<file path="src/hdl/nearest_neighbor_tour_unit_assert.svh">
// assertion macros for the nearest-neighbor tour unit
`ifndef NEAREST_NEIGHBOR_TOUR_UNIT_ASSERT_SVH
`define NEAREST_NEIGHBOR_TOUR_UNIT_ASSERT_SVH

// implication checked on every clock edge outside reset
`define NNT_ASSERT_IMPL(label, clk, rst, ante, cons, msg) \
   label: assert property (@(posedge clk) disable iff (rst) (ante) |-> (cons)) else $error(msg);

// implication whose consequent is checked in the cycle after the antecedent
`define NNT_ASSERT_NEXT(label, clk, rst, ante, cons, msg) \
   label: assert property (@(posedge clk) disable iff (rst) (ante) |=> (cons)) else $error(msg);

`endif

</file>
<file path="src/hdl/nnt_pkg.sv">
// shared types and constants of the nearest-neighbor tour unit
package nnt_pkg;
   localparam int MaxCitiesDefault = 64;
   localparam int CoordWidth       = 32;
   localparam int IndexWidth       = 6;
   localparam int LegWidth         = 34;
   localparam int TotalWidth       = 40;
   localparam int DiffWidth        = 33;
   localparam int SqWidth          = 65;
   localparam logic [TotalWidth-1:0] TotalMax = '1;

   // request to the square-root unit
   typedef struct packed {
      logic              start;
      logic [SqWidth-1:0] radicand;
   } sqrt_req_type;

   // answer of the square-root unit
   typedef struct packed {
      logic                done;
      logic [LegWidth-1:0] root;
   } sqrt_rsp_type;
endpackage

</file>
<file path="src/hdl/nnt_coord_mem.sv">
// coordinate memory: one write port, one registered read port
module nnt_coord_mem import nnt_pkg::*; #(
   parameter int MAX_CITIES = MaxCitiesDefault,
   localparam int AW = (MAX_CITIES > 1) ? $clog2(MAX_CITIES) : 1
) (
   input  logic                    clock,
   input  logic                    wr_en,
   input  logic [AW-1:0]           wr_addr,
   input  logic [2*CoordWidth-1:0] wr_data,
   input  logic [AW-1:0]           rd_addr,
   output logic [2*CoordWidth-1:0] rd_data
);
   logic [2*CoordWidth-1:0] mem [MAX_CITIES];

   // write port
   always_ff @(posedge clock) begin
      if (wr_en) begin
         mem[wr_addr] <= wr_data;
      end
   end

   // registered read port
   always_ff @(posedge clock) begin
      rd_data <= mem[rd_addr];
   end
endmodule

</file>
<file path="config.mk">
export PLATFORM = sky130hd
export DESIGN_NAME = nnt_coord_mem
export DESIGN_NICKNAME = d
export VERILOG_FILES = /design/src/hdl/nearest_neighbor_tour_unit_assert.svh /design/src/hdl/nnt_pkg.sv /design/src/hdl/nnt_coord_mem.sv
export SDC_FILE = /design/constraint.sdc
export NUM_CORES = 2
export LEC_CHECK = 0
export ABC_CLOCK_PERIOD_IN_PS = 5100
export BUFFER_PORTS_ARGS = -buffer_cell sky130_fd_sc_hd__clkbuf_2
export CAP_MARGIN = 20
export CORE_UTILIZATION = 43
export DETAILED_ROUTE_END_ITERATION = 7
export PLACE_DENSITY = 0.69
export SYNTH_ARGS = -nofsm -noshare
export SYNTH_HDL_FRONTEND = slang
export SYNTH_SLANG_ARGS = --single-unit
export TNS_END_PERCENT = 100
</file>
<file path="constraint.sdc">
create_clock -name clock -period 5.1 [get_ports clock]
set_input_delay 0 -clock clock [delete_from_list [all_inputs] [get_ports clock]]
set_output_delay 0 -clock clock [all_outputs]
set_load 0.01 [all_outputs]
</file>
==> Word-level counts from Yosys, hierarchy flattened <==
Memory sizes are Yosys's and may differ from the RTL's. A register that Yosys moved wholly into a read port is not among the register bits.
Cells that the tools add are included.
{ "totals": {"reg_bits": 0, "ram_bits": 4096, "inputBits": 78, "word_cells": 3, "memories": 1} }
{ "classes": {"n_mux": 2} }
{ "memory_table": {"columns": ["memory", "words", "width", "read_ports", "rd_ports_with_merged_regs", "wr", "line_no", "source"], "rows": [
  ["mem", 64, 64, 1, 1, 1, "nnt_coord_mem.sv:13", "logic [2*CoordWidth-1:0] mem [MAX_CITIES];"]
]} }
{ "ops": {"columns": ["op", "n"], "rows": [
  ["2-to-1 mux 1 bit", 2]
]} }

==> Longest topological paths before layout <==
{ "depth": {"word_depth": 2, "mapped_depth": 9, "mapped_depth_nobuf": 5} }

==> Worst setup path before layout <==
Ideal clock, no wire load.
{ "synth_timing": {"kind": "input port to flip-flop", "from": "input port wr_addr[3]", "to": "memory mem[48][0] (netlist name), enable pin", "arrival_ns": 4.872, "required_time_ns": 4.536, "slack_ns": -0.336, "stages": 4, "path_buffers": 1, "path_cell_list": "clkbuf_1 -> nor2b_1 -> nand4b_1 -> nor3_1"} }
{ "synth_rtl": {"columns": ["item", "line_no", "source"], "rows": [
  ["start, declared", "nnt_coord_mem.sv:8", "input logic [AW-1:0] wr_addr,"],
  ["end, declared", "nnt_coord_mem.sv:13", null]
]} }
No word-level cell before the write port.

==> Worst setup path in the final report <==
{ "layout_timing": {"from": "input port wr_addr[1]", "to": "memory mem[59][37] (netlist name), enable pin"} }
No word-level cell before the write port.

==> metrics.md <==
| Metric | Value |
|---|---|
| Critical R2R Launch | mem[47][15] |
| Initial core utilization | 0.432 |
| Period minus WS final | 3.02 ns |
| Distinct cells, synth | 33 |
| WP data required | 5.64 ns |
| Synth Instances | 6598 |
| Hold Violations, Final | 5 |
| Yosys warning total | 0 |
| CTS tree | built |
| Crit path max-delay cell type | nor2_4 |
| DRC | 0 |
| Maxcap violations | 0 |
| Final #Nets | 7234 |
| Final TNS setup | 0 ns |
| All-Layer GR Usage | 0.229 |
| Crit Path Max Fanout | 30 |
| Root Driver | clkbuf_16 |
| Wirelength, routed | 423000 um |
| RSZ-0062 raised after global routing | false |
| Die Wd | 605 um |
| Post-Synth Simple-Gate Area | 0.0124 |
| Post-Syn Area | 156000 um^2 |
| Fin. max-slew vios | 0 |
| Startpoint Class | input pin |
| Slew headroom | 0.191 |
| Clock skew | 0.0883 ns |
| Number of antenna violations at the first check in global routing | 29 |
| Total CTS buffers | 399 |
| Area growth syn-to-layout | 15.2% |
| Die Span Y | 605 um |
| PD cells | 400 nW/um^2 |
| Clock Latency Late Sink | 0.98 ns |
| Via density per instance | 6.21 |
| Peak supply drop | 358 uV |
| Row count | 221 |
| Critical path, cell by cell | dlygate4sd3_1 -> clkbuf_2 -> nor2b_1 -> nand3_1 -> nor2_4 -> buf_4 |
| First-pass GRT wire length | 589000 um |
| Arrival time worst endpoint | 3.56 ns |
| Post-Place Cell Area | 165000 um^2 |
| GPL Wtd Cong | 0.803 |
| Layout cells sized above 1 | 0.291 |
| Detailed Place HPWL | 229000 um |
| Worst slew pin tran | 1.21 ns |
| Final hold slack | -0.0262 ns |
| Final instance area | 180000 um^2 |
| Final-report setup violation count | 0 |
| Status | finished with violations |
| Total gr overflow | 0 |
| Hold Path Origin | wr_data[24] |
| Delay-heaviest family, CP | buffers and inverters |
| Synth Area in Compound Gates | 0.0248 |
| Worst-path clk slew | 0.07 ns |
| Critical path endpoint category | flop |
| Mapped Nets | 6676 |
| Vias in the first global route | 76.2k |
| Largest net degree at the start of global routing | 123 |
| Mean Syn Cell Area | 23.7 um^2 |
| Register area share after synthesis | 0.795 |
| Main combinational cell family by area after synthesis | multiplexers |
| DIE AREA | 366000 um^2 |
| Top-Level Pins | 142 |
| Critical path class | in -> reg |
| Hold crit path type | in -> reg |
| Final Util | 0.497 |
| DRT antenna net count | 0 |
| Flop2flop setup slack | 2.81 ns |
| Flip-flop and latch count after synthesis | 4160 |
| Failing checks | hold timing |
| Worst path max stage delay | 0.93 ns |
| Mux cell area share after synthesis | 0.156 |
| Resized Gates After CTS | 0 |
| Fmax | 0.331 GHz |
| Routed via count | 76.4k |
| Longest Clk Path Bufs | 4 |
| Buf/Inv on CP | 3 |
| Critical path launch point | wr_addr[1] |
| LEAKAGE | 56.2 nW |
| Post-synthesis adder-cell area fraction | 0 |
| Clock sink count | 4160 |
| Fin crit share | 0.592 |
| WL per Instance | 34.3 um |
| XOR/XNOR Fraction of Synth Area | 0 |
| DR iter-0 viols | 11.6k |
| Core ar. | 362000 um^2 |
| Input/output buffers | 141 |
| First-pass DRT Iterations | 5 |
| Clock H-tree levels | 5 |
timing repair:
item / 4_1_cts / 5_1_grt
setup buffers: 0 / 0
hold buffers: 45 / 37
hold endpoints to repair: 1902 / 1463
per-layer routing:
| layer | wire length [um] | GRT usage | vias up |
|---|---|---|---|
| li1 | - | - | 29600 |
| met2 | 205000 | 0.371 | 5119 |
| met1 | 155000 | 0.312 | 40900 |
| met4 | 15700 | 0.0787 | 6 |
| met5 | 44 | 0 | - |
| met3 | 47300 | 0.0426 | 779 |
cell usage in the layout, fill, tap and decap left out, types with 47 or more instances in the layout:
master,count
a211oi_1,63
a22o_1,88
a22oi_1,168
and3_1,64
buf_12,102
buf_4,198
bufinv_16,52
clkbuf_1,80
clkbuf_16,399
clkbuf_2,137
clkinv_1,54
clkinv_2,73
dfxtp_1,64
dlygate4sd3_1,82
edfxtp_1,4096
mux2i_1,135
mux4_2,1024
nand2_1,56
nor2_1,47
nor2_4,64
o22ai_1,83
where the power goes:
group	internal [W]	switching [W]	total [W]
Sequential	0.0378	0.000188	0.0380
Combinational	0.00130	0.00206	0.00336
Clock	0.0177	0.0129	0.0307
logic make-up (layout without fill, tap and decap cells):
family,count (synthesis),count (layout)
buf+inv,389,1289
other cells,0,19
simple gates,386,386
flops,4160,4160
compound gates,504,504
mux,1159,1159
state kept, by name, indices dropped and copies added, names as in the netlist:
| register | cells |
|---|---|
| rd_data | 64 |
| mem | 4096 |
synthesized netlist by cell type (all sizes together):
cell | number | area share
mux4 | 1024 | 0.15
a22o | 88 | 0.0049
nor3 | 2 | 0.000064
nand2 | 58 | 0.0014
and3 | 64 | 0.0026
dfxtp | 64 | 0.0082
a41oi | 26 | 0.0015
or2 | 28 | 0.0011
nand4 | 2 | 0.000080
nand3 | 45 | 0.0014
and2 | 3 | 0.00012
buf | 230 | 0.0080
o22ai | 83 | 0.0033
nand3b | 2 | 0.000096
a22oi | 168 | 0.0081
or3 | 29 | 0.0012
nand2b | 11 | 0.00044
clkbuf | 140 | 0.0034
nor2b | 28 | 0.0011
edfxtp | 4096 | 0.79
a31o | 1 | 0.000056
inv | 19 | 0.00046
nand4b | 1 | 0.000056
o221ai | 38 | 0.0021
a2bb2oi | 19 | 0.0011
a31oi | 18 | 0.00072
mux2i | 135 | 0.0086
or3b | 1 | 0.000056
a211oi | 63 | 0.0030
nor2 | 112 | 0.0027
final timing paths:
path                                     to  cells past startpoint
worst max-delay path            mem[59][37]                      6
worst min-delay path             mem[0][24]                      2
worst max register to register  rd_data[15]                      5
worst min register to register  rd_data[61]                      4
worst register-to-register path, delay by kind of cell, from the launching register on:
family | cells | cell delay, ns
flops | 1 | 0.38
simple gates | 1 | 0.12
compound gates | 2 | 0.72
mux | 2 | 0.91
area by class of cell:
class,instances,area [um^2]
repair buffers,527,5190
clock buffers,518,10800
well taps,4794,6000
inverters,19,71.3
multi-input cells,2049,30800
diodes,19,47.5
clock inverters,225,2910
fillers,27800,182000
flip-flops and latches,4160,124000
stage by stage:
stage | std cells | worst slack, ns | hold slack [ns] | power, W
2_1_floorplan | 6598 | 1.07 | 0.0989 | 0.0404
3_3_place_gp | 11400 | 1.75 | 0.401 | 0.0419
3_5_place_dp | 11400 | 1.70 | 0.403 | 0.0420
4_1_cts | 12200 | 2.27 | 0.00510 | 0.0723
5_1_grt | 12300 | 2.07 | 0.00207 | 0.0738
6_report | 12300 | 2.08 | -0.0262 | 0.0721
No activity file was read; power rests on OpenSTA's default activity.
