### src/hdl/nearest_neighbor_tour_unit_assert.svh
// assertion macros for the nearest-neighbor tour unit
`ifndef NEAREST_NEIGHBOR_TOUR_UNIT_ASSERT_SVH
`define NEAREST_NEIGHBOR_TOUR_UNIT_ASSERT_SVH

// implication checked on every clock edge outside reset
`define NNT_ASSERT_IMPL(label, clk, rst, ante, cons, msg) \
   label: assert property (@(posedge clk) disable iff (rst) (ante) |-> (cons)) else $error(msg);

// implication whose consequent is checked in the cycle after the antecedent
`define NNT_ASSERT_NEXT(label, clk, rst, ante, cons, msg) \
   label: assert property (@(posedge clk) disable iff (rst) (ante) |=> (cons)) else $error(msg);

`endif

### src/hdl/nnt_pkg.sv
// shared types and constants of the nearest-neighbor tour unit
package nnt_pkg;
   localparam int MaxCitiesDefault = 64;
   localparam int CoordWidth       = 32;
   localparam int IndexWidth       = 6;
   localparam int LegWidth         = 34;
   localparam int TotalWidth       = 40;
   localparam int DiffWidth        = 33;
   localparam int SqWidth          = 65;
   localparam logic [TotalWidth-1:0] TotalMax = '1;

   // request to the square-root unit
   typedef struct packed {
      logic              start;
      logic [SqWidth-1:0] radicand;
   } sqrt_req_type;

   // answer of the square-root unit
   typedef struct packed {
      logic                done;
      logic [LegWidth-1:0] root;
   } sqrt_rsp_type;
endpackage

### src/hdl/nnt_isqrt.sv
// iterative integer square root, one result bit per cycle
module nnt_isqrt import nnt_pkg::*; (
   input  logic         clock,
   input  logic         reset,
   input  sqrt_req_type req,
   output sqrt_rsp_type rsp
);
   localparam int Steps = (SqWidth + 1) / 2;
   localparam int CntW  = $clog2(Steps + 1);

   logic [SqWidth:0]     rad_ff, rad_in;
   logic [SqWidth+1:0]   rem_ff, rem_in;
   logic [LegWidth:0]    root_ff, root_in;
   logic [CntW-1:0]      cnt_ff, cnt_in;
   logic                 busy_ff, busy_in;
   logic                 done_ff, done_in;
   logic [SqWidth+1:0]   rem_sh;
   logic [SqWidth+1:0]   trial;

   // one digit pair per step
   always_comb begin
      rad_in  = rad_ff;
      rem_in  = rem_ff;
      root_in = root_ff;
      cnt_in  = cnt_ff;
      busy_in = busy_ff;
      done_in = 1'b0;
      rem_sh  = {rem_ff[SqWidth-1:0], rad_ff[SqWidth:SqWidth-1]};
      trial   = {{(SqWidth+1-LegWidth-2){1'b0}}, root_ff, 2'b01};
      if (req.start) begin
         rad_in  = {1'b0, req.radicand};
         rem_in  = '0;
         root_in = '0;
         cnt_in  = '0;
         busy_in = 1'b1;
      end else if (busy_ff) begin
         rad_in = {rad_ff[SqWidth-2:0], 2'b00};
         if (rem_sh >= trial) begin
            rem_in  = rem_sh - trial;
            root_in = {root_ff[LegWidth-1:0], 1'b1};
         end else begin
            rem_in  = rem_sh;
            root_in = {root_ff[LegWidth-1:0], 1'b0};
         end
         cnt_in = cnt_ff + 1'b1;
         if (cnt_ff == CntW'(Steps - 1)) begin
            busy_in = 1'b0;
            done_in = 1'b1;
         end
      end
   end

   always_ff @(posedge clock) begin
      if (reset) begin
         busy_ff <= 1'b0;
         done_ff <= 1'b0;
      end else begin
         busy_ff <= busy_in;
         done_ff <= done_in;
      end
      rad_ff  <= rad_in;
      rem_ff  <= rem_in;
      root_ff <= root_in;
      cnt_ff  <= cnt_in;
   end

   assign rsp.done = done_ff;
   assign rsp.root = root_ff[LegWidth-1:0];
endmodule

### config.mk
export PLATFORM = sky130hd
export DESIGN_NAME = nnt_isqrt
export DESIGN_NICKNAME = d
export VERILOG_FILES = /design/src/hdl/nearest_neighbor_tour_unit_assert.svh /design/src/hdl/nnt_pkg.sv /design/src/hdl/nnt_isqrt.sv
export SDC_FILE = /design/constraint.sdc
export NUM_CORES = 1
export LEC_CHECK = 0
export BUFFER_PORTS_ARGS = -buffer_cell sky130_fd_sc_hd__clkbuf_2
export CORE_ASPECT_RATIO = 1.1
export CORE_MARGIN = 1
export CORE_UTILIZATION = 50
export DETAILED_ROUTE_END_ITERATION = 10
export HOLD_SLACK_MARGIN = 0.02
export PLACE_DENSITY_LB_ADDON = 0.25
export SYNTH_ARGS = -nofsm -noshare
export SYNTH_HDL_FRONTEND = slang
export SYNTH_SLANG_ARGS = --single-unit
export TNS_END_PERCENT = 100
### constraint.sdc
create_clock -name clock -period 2.88 [get_ports clock]
set_input_delay 0.432 -clock clock [delete_from_list [all_inputs] [get_ports clock]]
set_output_delay 0.432 -clock clock [all_outputs]
set_load 0.01 [all_outputs]
# --- Yosys cells after proc, flatten, opt, wreduce, memory -nomap -nowiden ---
# Index checks and enable logic that the tools add are counted.
totals:
  in_bits: 68
  out_inout_bits: 35
  reg_bits: 174
  word_cells: 22
classes:
  reduce_logical: 2
  n_lt_le_gt_ge: 1
  mux: 8
  bitwise_logic: 1
  add_sub_neg: 2
  eq_ne: 1
ops:
  columns: ["operator", "n"]
  rows:
  - ["2-to-1 mux 65 bit", 3]
  - [">= comparator 67 x 37 -> 1 bit", 1]
  - ["subtractor 65 x 37 -> 65 bit", 1]
  - ["adder 6 x 1 -> 6 bit (second input constant)", 1]
  - ["equality test 6 bit (second input constant)", 1]
  - ["2-to-1 mux 1 bit", 5]
  - ["OR reduction 3 bit", 1]
  - ["nonzero test 2 bit", 1]
  - ["NOT 1 bit", 1]

# --- Depth between registers and ports, before layout ---
# Gate-level depths: netlist of run 1.
logic_depth:
  ltp_word: 4
  depth_mapped: 14
  mapped_depth_nobuf: 11

# --- Worst setup path after synthesis of run 1 ---
# No wires, ideal clock.
synth_timing:
  path_type: "reg2reg"
  start: "register root_ff[34]"
  end: "register rem_ff[49]"
  stages_incl_launch_ff: 13
  n_path_buf: 1
  setup_ns: 0.091
  period_less_slack_ns: 3.074
  setup_slack_ns: -0.194
  arrival_ns: 2.983
  required_ns: 2.789
  cell_sequence: "dfxtp_1 > inv_1 > ha_1 > buf_2 > a2111oi_0 > nand4_1 > nor4_2 > o31ai_1 > or2_4 > o21ai_4 > nor3_4 > a31o_1 > a311oi_1"
synth_via:
  elab_chain_cells: 2
  elab_cells_between_ends: 3
  cone_classes: "1 x add/sub; 1 x order compare; 1 x mux"
synth_lines:
  columns: ["element", "line", "text"]
  rows:
  - ["from (decl)", "nnt_isqrt.sv:13", "logic [LegWidth:0] root_ff, root_in;"]
  - ["from (signal assigned)", "nnt_isqrt.sv:63", "root_ff <= root_in;"]
  - ["subtractor 65 x 37 -> 65 bit or >= comparator 67 x 37 -> 1 bit (tied branches)", "nnt_isqrt.sv:39, nnt_isqrt.sv:38", null]
  - ["2-to-1 mux 65 bit (*)", "nnt_isqrt.sv:38", "if (rem_sh >= trial) begin"]
  - ["to (signal assigned)", "nnt_isqrt.sv:62", "rem_ff <= rem_in;"]
  - ["to (decl)", "nnt_isqrt.sv:12", "logic [SqWidth+1:0] rem_ff, rem_in;"]
# Every way passes the cells marked *; elsewhere a longest branch is shown, timed or not.
# A chain may end at the register's enable or synchronous reset.

# --- Worst setup path in the final report of run 1 ---
layout_timing:
  start: "register rem_ff[55]"
  end: "register rem_ff[8]"
layout_via:
  elab_chain_cells: 2
layout_lines:
  columns: ["element", "line"]
  rows:
  - [">= comparator 67 x 37 -> 1 bit", "nnt_isqrt.sv:38"]
  - ["2-to-1 mux 65 bit", "nnt_isqrt.sv:38"]
# No other way between the ends.

==> results.ini, run 1 <==
[floorplan]
die_h_um=153
initial_utilization_pct=51.5
core_area_um2=20000
die_area_um2=21200
io_pins=103
rows=54
die_w_um=139

[global_route]
track_usage_pct=26.4
grt_pass1_vias=9323
antenna_found_initial=0
overflow=0
grt_max_degree=79
grt_pass1_wl_um=45100

[logic_synthesis]
ys_async_sr_fraction_pct=0
synthesis.area_um2=10300
synth_edf_count=65
ys_types=71
synth_seq_area_share_pct=40.2
synth_flop_cell=dfxtp_1
ys_ff_latch=174
syn_inst=1121
synth_area_per_cell_um2=9.18
yosys_warnings=0
synthesis.nets=1228

[final_layout]
multi_input_comb_area_um2=6320
syn2layout_area_growth_pct=37.0
mostFrequentLayoutCell=buf_4
nNetsFinal=1482
fin_cells=1640
drive_above_1_share_pct=42.7
diodes=0
seqCellArea_um2=4170
layout_common_cells=buf_4, nor2_1, clkbuf_2, nand2_1, dfxtp_1
fin_util_pct=70.5
num-fill-cells=1457

[clocking]
clkTransAtPathRegs_ns=0.08
cts_made_buffers=17
cts.htree.levels=4
cts_sinks=174
cts_tree=built
clock_latency_ns=0.44
cts-root-buf=clkbuf_16
cts_buffer_depth=2
ctsHoldBuffers=0

[drt]
via_count=9421
antenna_left=0
drt_iter0_drc=505
wl_um=28900
drc=2
wire_per_inst_um=17.6
first_pass_iters=9
vias_per_cell=5.74

[hold_path]
worstHoldPathType=in2reg

[sta]
whs_ns=0.149
slew_headroom_pct=40.8
finalSetupViolCount=55
slew_viol_final=0
rsz0062_at_grt=yes
fmax_mhz=319
post-route-period-util_pct=109
layout_min_cycle_time_ns=3.14
setup_ws_ns=-0.257
worstMarginPinSlew_ns=0.885
final-hold-violation-count=0
skew_ns=0.0128

[power_and_ir_drop]
p_per_area_nw_per_um2=743
p_total_mw=10.5
ir_worst_vdd_v=0.000453
leakagePower_nw=5.90

[status]
status=finished, violations left
violations=DRC, setup timing

[placement]
post-dp-hpwl_um=19100
dp.cells=1572
gp_congestion=0.945
place.port_buffers=102
pre_cts_slack_ns=-0.256

[critical_path]
critical_path_peak_fanout=6
end_kind=flip-flop
path_class=reg2reg
arrival_ns=3.47
cp-start-kind=flip-flop
worst_ep_required_time_ns=3.21

[job]
max_cap_violations=0

[final timing paths]
path / startpoint / end / slack (ns) / cells after the start
worst min register to register: rem_ff[64]$_SDFFE_PP0P_ / rem_ff[64]$_SDFFE_PP0P_ / 0.48 / 2
worst max register to register: rem_ff[55]$_SDFFE_PP0P_ / rem_ff[8]$_SDFFE_PP0P_ / -0.26 / 12
worst max-delay path: rem_ff[55]$_SDFFE_PP0P_ / rem_ff[8]$_SDFFE_PP0P_ / -0.26 / 12
worst min-delay path: reset / busy_ff$_SDFF_PP0_ / 0.15 / 2
[stage by stage]
step           area, um2  TNS [ns]
2_1_floorplan      10400   -0.0134
3_3_place_gp       12200     -7.68
3_5_place_dp       12200    -11.12
4_1_cts            13400     -2.06
5_1_grt            14100    -15.71
6_report           14100     -7.35
[cell type report]
cell class / instances / area share (%)
clock inverters: 15 / 1.58
inverters: 53 / 1.41
repair buffers: 333 / 17.5
well taps: 252 / 2.24
clock buffers: 17 / 3.02
multi-input cells: 796 / 44.8
flip-flops and latches: 174 / 29.5
[layer usage]
| metal | track usage (%) | part of all wire, % |
|---|---|---|
| met1 | 31.6 | 41 |
| met2 | 45.5 | 50 |
| met3 | 5.00 | 5.0 |
| met4 | 12.8 | 3.7 |
| met5 | 0 | 0 |
[flip-flops by register name (all words and copies together) (netlist names)]
signal,flops
root_ff,35
busy_ff,1
done_ff,1
rad_ff,66
rem_ff,65
cnt_ff,6
[cell usage after synthesis (all sizes together) (22+ instances only)]
cell | n | share of area (%)
nor3 | 28 | 1.5
clkbuf | 45 | 1.6
edfxtp | 65 | 19
xnor2 | 36 | 3.1
dfxtp | 109 | 21
buf | 53 | 3.6
mux2i | 37 | 3.6
mux2 | 64 | 7.0
nand4 | 22 | 1.3
nand3 | 26 | 1.3
o21ai | 35 | 1.8
nand2 | 114 | 4.2
a21oi | 58 | 2.8
a311oi | 26 | 2.3
ha | 39 | 4.7
inv | 53 | 1.9
xor2 | 24 | 2.0
nor2 | 126 | 4.7
[cells by family (layout without fill, tap and decap cells)]
kind of cell,count (synthesis),after routing,share of synthesized area (%)
compound gates,217,217,14.9
xor+xnor,60,60,5.10
fa+ha+maj,39,39,4.74
buf+inv,151,418,7.15
flops,174,174,40.2
mux,101,101,10.6
simple gates,379,379,17.4
[where the power goes]
| part | internal (mW) | leakage [nW] | switching, mW |
|---|---|---|---|
| Combinational | 2.35 | 4.03 | 2.61 |
| Sequential | 2.82 | 1.56 | 0.186 |
| Clock | 1.24 | 0.312 | 1.28 |
| Total | 6.41 | 5.90 | 4.08 |
[critical path: stages, from the launching register on]
cell and delay, ns:
dfxtp_2 0.33, or4_4 0.52, or4_4 0.44, nor4_4 0.29, o31ai_2 0.13, buf_4 0.15
or2_4 0.26, nor2_4 0.13, buf_6 0.15, buf_6 0.12, clkbuf_16 0.16, nand2_2 0.04
a311oi_1 0.30
[what timing repair did]
action / CTS / global route
resized for setup: 83 / 126
endpoints found under the setup margin: 65 / 66
cloned: 1 / 3
pin swaps: 29 / 95
buffers inserted: 13 / 20
Note: power is estimated with default switching activity, not from simulation.
==> run 2, diff against run 1 <==
--- a/config.mk
+++ b/config.mk
@@ -11,6 +11,7 @@
 export CORE_UTILIZATION = 50
 export DETAILED_ROUTE_END_ITERATION = 10
 export HOLD_SLACK_MARGIN = 0.02
+export MAX_ROUTING_LAYER = met4
 export PLACE_DENSITY_LB_ADDON = 0.25
 export SYNTH_ARGS = -nofsm -noshare
 export SYNTH_HDL_FRONTEND = slang
==> constraint.sdc (replaced) <==
create_clock -name clock -period 2.88 [get_ports clock]
set_input_delay 0.432 -clock clock [delete_from_list [all_inputs] [get_ports clock]]
set_output_delay 0.432 -clock clock [all_outputs]
set_load 0.02 [all_outputs]
==> run 2 against run 1 <==
Effect of this change:
- the flow still finishes with violations (DRC, setup timing)
- global-route usage up 2.0 points
- non-clock buffer count up 3
- setup slack better by 0.011 ns
- combinational power up 3%
- final cell count up 0.18%
- fmax up 0.35%
- largest power group unchanged
- highest routed layer unchanged
==> results.ini, run 2 (synthesis results as in run 1) <==
[critical_path]
worst_ep_required_time_ns=3.24
end_kind=flip-flop
path_class=reg2reg
cp-start-kind=flip-flop
critical_path_peak_fanout=5
arrival_ns=3.49

[sta]
setup_ws_ns=-0.247
rsz0062_at_grt=yes
layout_min_cycle_time_ns=3.13
post-route-period-util_pct=109
worstMarginPinSlew_ns=0.909
finalSetupViolCount=52
final-hold-violation-count=0
skew_ns=0.0191
fmax_mhz=320
slew_headroom_pct=39.2
slew_viol_final=0

[final_layout]
multi_input_comb_area_um2=6480
drive_above_1_share_pct=44.7
nNetsFinal=1485
diodes=0
fin_util_pct=71.4
regMostFlops=rad_ff
final_area_um2=14300
largest_reg_flops=66
mostFrequentLayoutCell=buf_4
reg_top3=rad_ff x66, rem_ff x65, root_ff x35
num-fill-cells=1435
seqCellArea_um2=4170
layout_common_cells=buf_4, nor2_1, clkbuf_2, nand2_1, dfxtp_1
syn2layout_area_growth_pct=38.6

[power_and_ir_drop]
ir_worst_vdd_v=0.000474
leakagePower_nw=5.99
p_total_mw=10.6
p_per_area_nw_per_um2=745

[job]
max_cap_violations=0

[status]
violations=DRC, setup timing
status=finished, violations left

[clocking]
cts_made_buffers=17
clock_latency_ns=0.46
cts-root-buf=clkbuf_16
cts_buffer_depth=2
ctsHoldBuffers=0
cts_tree=built
clkTransAtPathRegs_ns=0.08
cts.htree.levels=4
cts_sinks=174

[global_route]
grtUsageMet1_pct=32.7
grt_pass1_wl_um=46900
grt_max_degree=54
antenna_found_initial=0
track_usage_pct=28.4
grt_pass1_vias=9574
grt_util_met2_pct=48.4
use_met3_pct=4.65
busiest_layer=met2
overflow=0

[drt]
wire_per_inst_um=18.0
vias_per_cell=5.81
first_pass_iters=10
wl_um=29600
via_count=9538
drc=2
drt_iter0_drc=748
antenna_left=0

[placement]
post-dp-hpwl_um=19700
place_area_um2=12200
place.port_buffers=102
gp_congestion=0.974

[floorplan]
rows=54
die_area_um2=21200
core_area_um2=20000
die_h_um=153
initial_utilization_pct=51.5
io_pins=103
die_w_um=139

[hold_path]
worstHoldPathType=in2reg

run 2: changes by cell type in the layout (fill, tap and decap cells not counted), sizes merged:
cell and delta:
buf +5, clkbuf -2, inv -2, bufinv +1
clkinv +1
run 2: cell type report:
type	instances	share of cell area (%)
well taps	252	2.21
clock buffers	17	2.98
multi-input cells	796	45.4
clock inverters	15	1.51
flip-flops and latches	174	29.2
repair buffers	336	17.3
inverters	53	1.39
run 2: worst max-delay path, stage by stage (launching register included):
cell	delay, ns
dfxtp_2	0.32
or4_4	0.53
or4_4	0.44
nor4_4	0.31
o31ai_2	0.14
buf_4	0.16
or2_4	0.26
nor2_4	0.22
buf_4	0.16
nor4b_4	0.04
buf_4	0.15
xnor2_1	0.11
a211oi_1	0.22
run 2: worst paths after layout:
check	start	cells after the start	end	slack (ns)
worst max-delay path	rem_ff[55]$_SDFFE_PP0P_	12	rem_ff[62]$_SDFFE_PP0P_	-0.25
worst min-delay path	reset	2	busy_ff$_SDFF_PP0_	0.16
worst max register to register	rem_ff[55]$_SDFFE_PP0P_	12	rem_ff[62]$_SDFFE_PP0P_	-0.25
worst min register to register	rem_ff[64]$_SDFFE_PP0P_	2	rem_ff[64]$_SDFFE_PP0P_	0.50
run 2: power breakdown:
part	total, mW	switching [mW]	internal, mW	leakage, nW
Combinational	5.12	2.67	2.44	4.12
Sequential	3.01	0.194	2.82	1.56
Clock	2.50	1.22	1.28	0.310
run 2: what timing repair did:
item	in CTS	in global routing
setup buffers	17	22
cloned	2	1
pin swaps	59	74
gates resized for setup	106	138
setup endpoints to repair	64	66
run 2: through the flow:
stage                     setup slack (ns)  setup TNS (ns)  cells  hold slack, ns
after floorplan                    -0.0134         -0.0134   1121           0.439
after global placement              -0.196           -6.28   1574           0.455
after detailed placement            -0.218           -8.15   1574           0.462
after CTS                           -0.125           -1.59   1624           0.145
after global routing                -0.346          -13.37   1643           0.146
final                               -0.247           -6.92   1643           0.156
run 2: metal layers:
layer  routed length [um]  share of wire (%)
met5                    0                  0
met4                 1120                3.8
met3                 1450                4.9
met2                14900                 50
met1                12200                 41
==> run 3, diff against run 2 <==
--- a/config.mk
+++ b/config.mk
@@ -6,7 +6,6 @@
 export NUM_CORES = 1
 export LEC_CHECK = 0
 export BUFFER_PORTS_ARGS = -buffer_cell sky130_fd_sc_hd__clkbuf_2
-export CORE_ASPECT_RATIO = 1.1
 export CORE_MARGIN = 1
 export CORE_UTILIZATION = 50
 export DETAILED_ROUTE_END_ITERATION = 10
==> constraint.sdc (replaced) <==
create_clock -name clock -period 3.45 [get_ports clock]
set_input_delay 0.5175 -clock clock [delete_from_list [all_inputs] [get_ports clock]]
set_output_delay 0.5175 -clock clock [all_outputs]
set_load 0.02 [all_outputs]
==> run 3 against run 2 <==
Effect of this change:
- the flow now finishes without violations
- sequential power decreased by 16%
- combinational power is 44% lower
- via count down 13%
- fmax fell by 3.9%
- first-iteration DRC count decreased by 22%
- wire length fell by 18%
- setup slack gained 0.44 ns
- final cell count shrank 11%
- non-clock buffer count down 191
- clock power down 24%
- register-to-register slack gained 0.44 ns
- critical endpoint unchanged
- largest cell class unchanged
==> results.ini, run 3 (synthesis results as in run 1) <==
[final_layout]
reg_top3=rad_ff x66, rem_ff x65, root_ff x35
layout_common_cells=nor2_1, nand2_1, dfxtp_1, clkbuf_2, edfxtp_1
fin_cells=1470
regMostFlops=rad_ff
drive_above_1_share_pct=22.2
diodes=0
largest_reg_flops=66
num-fill-cells=1799
syn2layout_area_growth_pct=12.7
nNetsFinal=1294
mostFrequentLayoutCell=nor2_1

[floorplan]
die_area_um2=21200
initial_utilization_pct=50.9
rows=52
die_h_um=146
core_area_um2=20200
io_pins=103
die_w_um=146

[drt]
first_pass_iters=5
via_count=8293
drc=0
drt_iter0_drc=584
wire_per_inst_um=16.5
antenna_left=0
vias_per_cell=5.64
wl_um=24200

[critical_path]
reg2reg_to=rem_ff[62]$_SDFFE_PP0P_
critPathBufInv=2
r2r_cells=12
cp_top_family=compound AO/OA/AOI/OAI gates
r2r_start=root_ff[2]$_SDFFE_PP0P_
cp-start-kind=flip-flop
reg2reg_slack_ns=0.20
crit_path_max_incr_delay_ns=0.56
cpMaxStageDelayCell=or4_4
cp_common_cell=o211ai_2
critical_path_peak_fanout=6
arrival_ns=3.60
crit_path_cell_trace=inv_1, ha_1, o211ai_2, o211ai_2, a31oi_2, or4_4, a2111oi_4, buf_4, nor2_4, nor4b_2, xnor2_1, a211oi_1
path_class=reg2reg
worst_ep_required_time_ns=3.80
end_kind=flip-flop

[clocking]
clkTransAtPathRegs_ns=0.07
cts_tree=built
clock_latency_ns=0.44
cts.htree.levels=4
cts_made_buffers=17
cts-root-buf=clkbuf_16
cts_sinks=174
cts_buffer_depth=2

[placement]
post-dp-hpwl_um=17400
dp.cells=1437
gp_congestion=0.932
place.port_buffers=102

[sta]
finalSetupViolCount=0
final-hold-violation-count=0
worstMarginPinSlew_ns=0.637
slew_viol_final=0
skew_ns=0.0151
layout_min_cycle_time_ns=3.25
post-route-period-util_pct=94.3
fmax_mhz=307
slew_headroom_pct=57.5

[power_and_ir_drop]
p_per_area_nw_per_um2=628
ir_worst_vdd_v=0.000371
swShare_pct=37.8
comb_power_share_pct=39.2
power_frac_seq_pct=34.7
p_total_mw=7.29
intPower_mw=4.54
clkPwrFrac_pct=26.1
leakagePower_nw=4.66
p_sw_mw=2.75

[global_route]
grt_util_met2_pct=37.5
track_usage_pct=24.1
busiest_layer=met2
grt_pass1_vias=8053
grt_pass1_wl_um=40000
use_met3_pct=4.61
grtUsageMet1_pct=31.2
overflow=0
grt_max_degree=105
antenna_found_initial=0

[hold_path]
worstHoldPathType=in2reg
min_to=busy_ff$_SDFF_PP0_
hold_depth=2
holdCritStartpoint=reset

[status]
status=complete, no violations

[job]
max_cap_violations=0

[run 3: cell count changes in the layout (fill, tap and decap cells not counted), sizes merged]
cell / previous run / this run
clkinvlp: 0 / 1
clkinv: 5 / 2
inv: 62 / 64
buf: 234 / 44
bufinv: 1 / 0
[run 3: final cells by class]
class / count / area (um2) / share of cell area, %
multi-input cells: 796 / 5460 / 47.1
flip-flops and latches: 174 / 4140 / 35.7
clock buffers: 18 / 429 / 3.70
inverters: 53 / 199 / 1.72
clock inverters: 14 / 139 / 1.20
well taps: 270 / 338 / 2.91
repair buffers: 145 / 893 / 7.70
[run 3: power by group through the flow]
stage	Combinational, mW	Sequential [mW]	Clock, mW
final	2.86	2.53	1.90
after global placement	2.79	2.57	0
after floorplan	2.07	2.50	0
after CTS	2.81	2.52	1.94
after detailed placement	2.78	2.57	0
after global routing	3.14	2.56	2.02
[run 3: worst reg2reg max path, cell delays in order, from the launching register on]
cell and delay [ns]:
dfxtp_1 0.37, inv_1 0.06, ha_1 0.38, o211ai_2 0.13
o211ai_2 0.22, a31oi_2 0.17, or4_4 0.56, a2111oi_4 0.30
buf_4 0.20, nor2_4 0.06, nor4b_2 0.37, xnor2_1 0.11
a211oi_1 0.24
[run 3: repair_timing]
item                                    CTS  global route
endpoints found under the setup margin    0            38
buffers inserted                          0             1
resized for setup                         0             8
hold endpoints to repair                  0             0
hold buffers                              0             0
[run 3: worst max path at each step]
stage / start / endpoint / slack (ns) / depth (start not counted)
global placement: root_ff[6]$_SDFFE_PP0P_ / rem_ff[62]$_SDFFE_PP0P_ / 0.21 / 11
floorplan: root_ff[34]$_SDFFE_PP0P_ / rem_ff[49]$_SDFFE_PP0P_ / 0.38 / 12
detailed placement: root_ff[2]$_SDFFE_PP0P_ / rem_ff[62]$_SDFFE_PP0P_ / 0.13 / 11
global route: root_ff[1]$_SDFFE_PP0P_ / rem_ff[53]$_SDFFE_PP0P_ / -0.02 / 12
CTS: root_ff[1]$_SDFFE_PP0P_ / rem_ff[62]$_SDFFE_PP0P_ / 0.09 / 11
finish: root_ff[2]$_SDFFE_PP0P_ / rem_ff[62]$_SDFFE_PP0P_ / 0.20 / 12
[run 3: layer usage]
layer,wire (um),up-vias
li1,-,4120
met1,11500,3900
met4,511,0
met5,0,-
met3,1200,40
met2,11000,233
[run 3: stage by stage]
stage               hold slack [ns]  TNS, ns  area, um2  setup slack (ns)  utilization, %
finish                        0.236        0      11600             0.197            57.3
global route                  0.237  -0.0304      11600           -0.0249            57.3
CTS                           0.222        0      11600            0.0918            57.1
detailed placement            0.461        0      11000             0.133            54.3
global placement              0.454        0      11000             0.214            54.3
floorplan                     0.439        0      10300             0.376               -
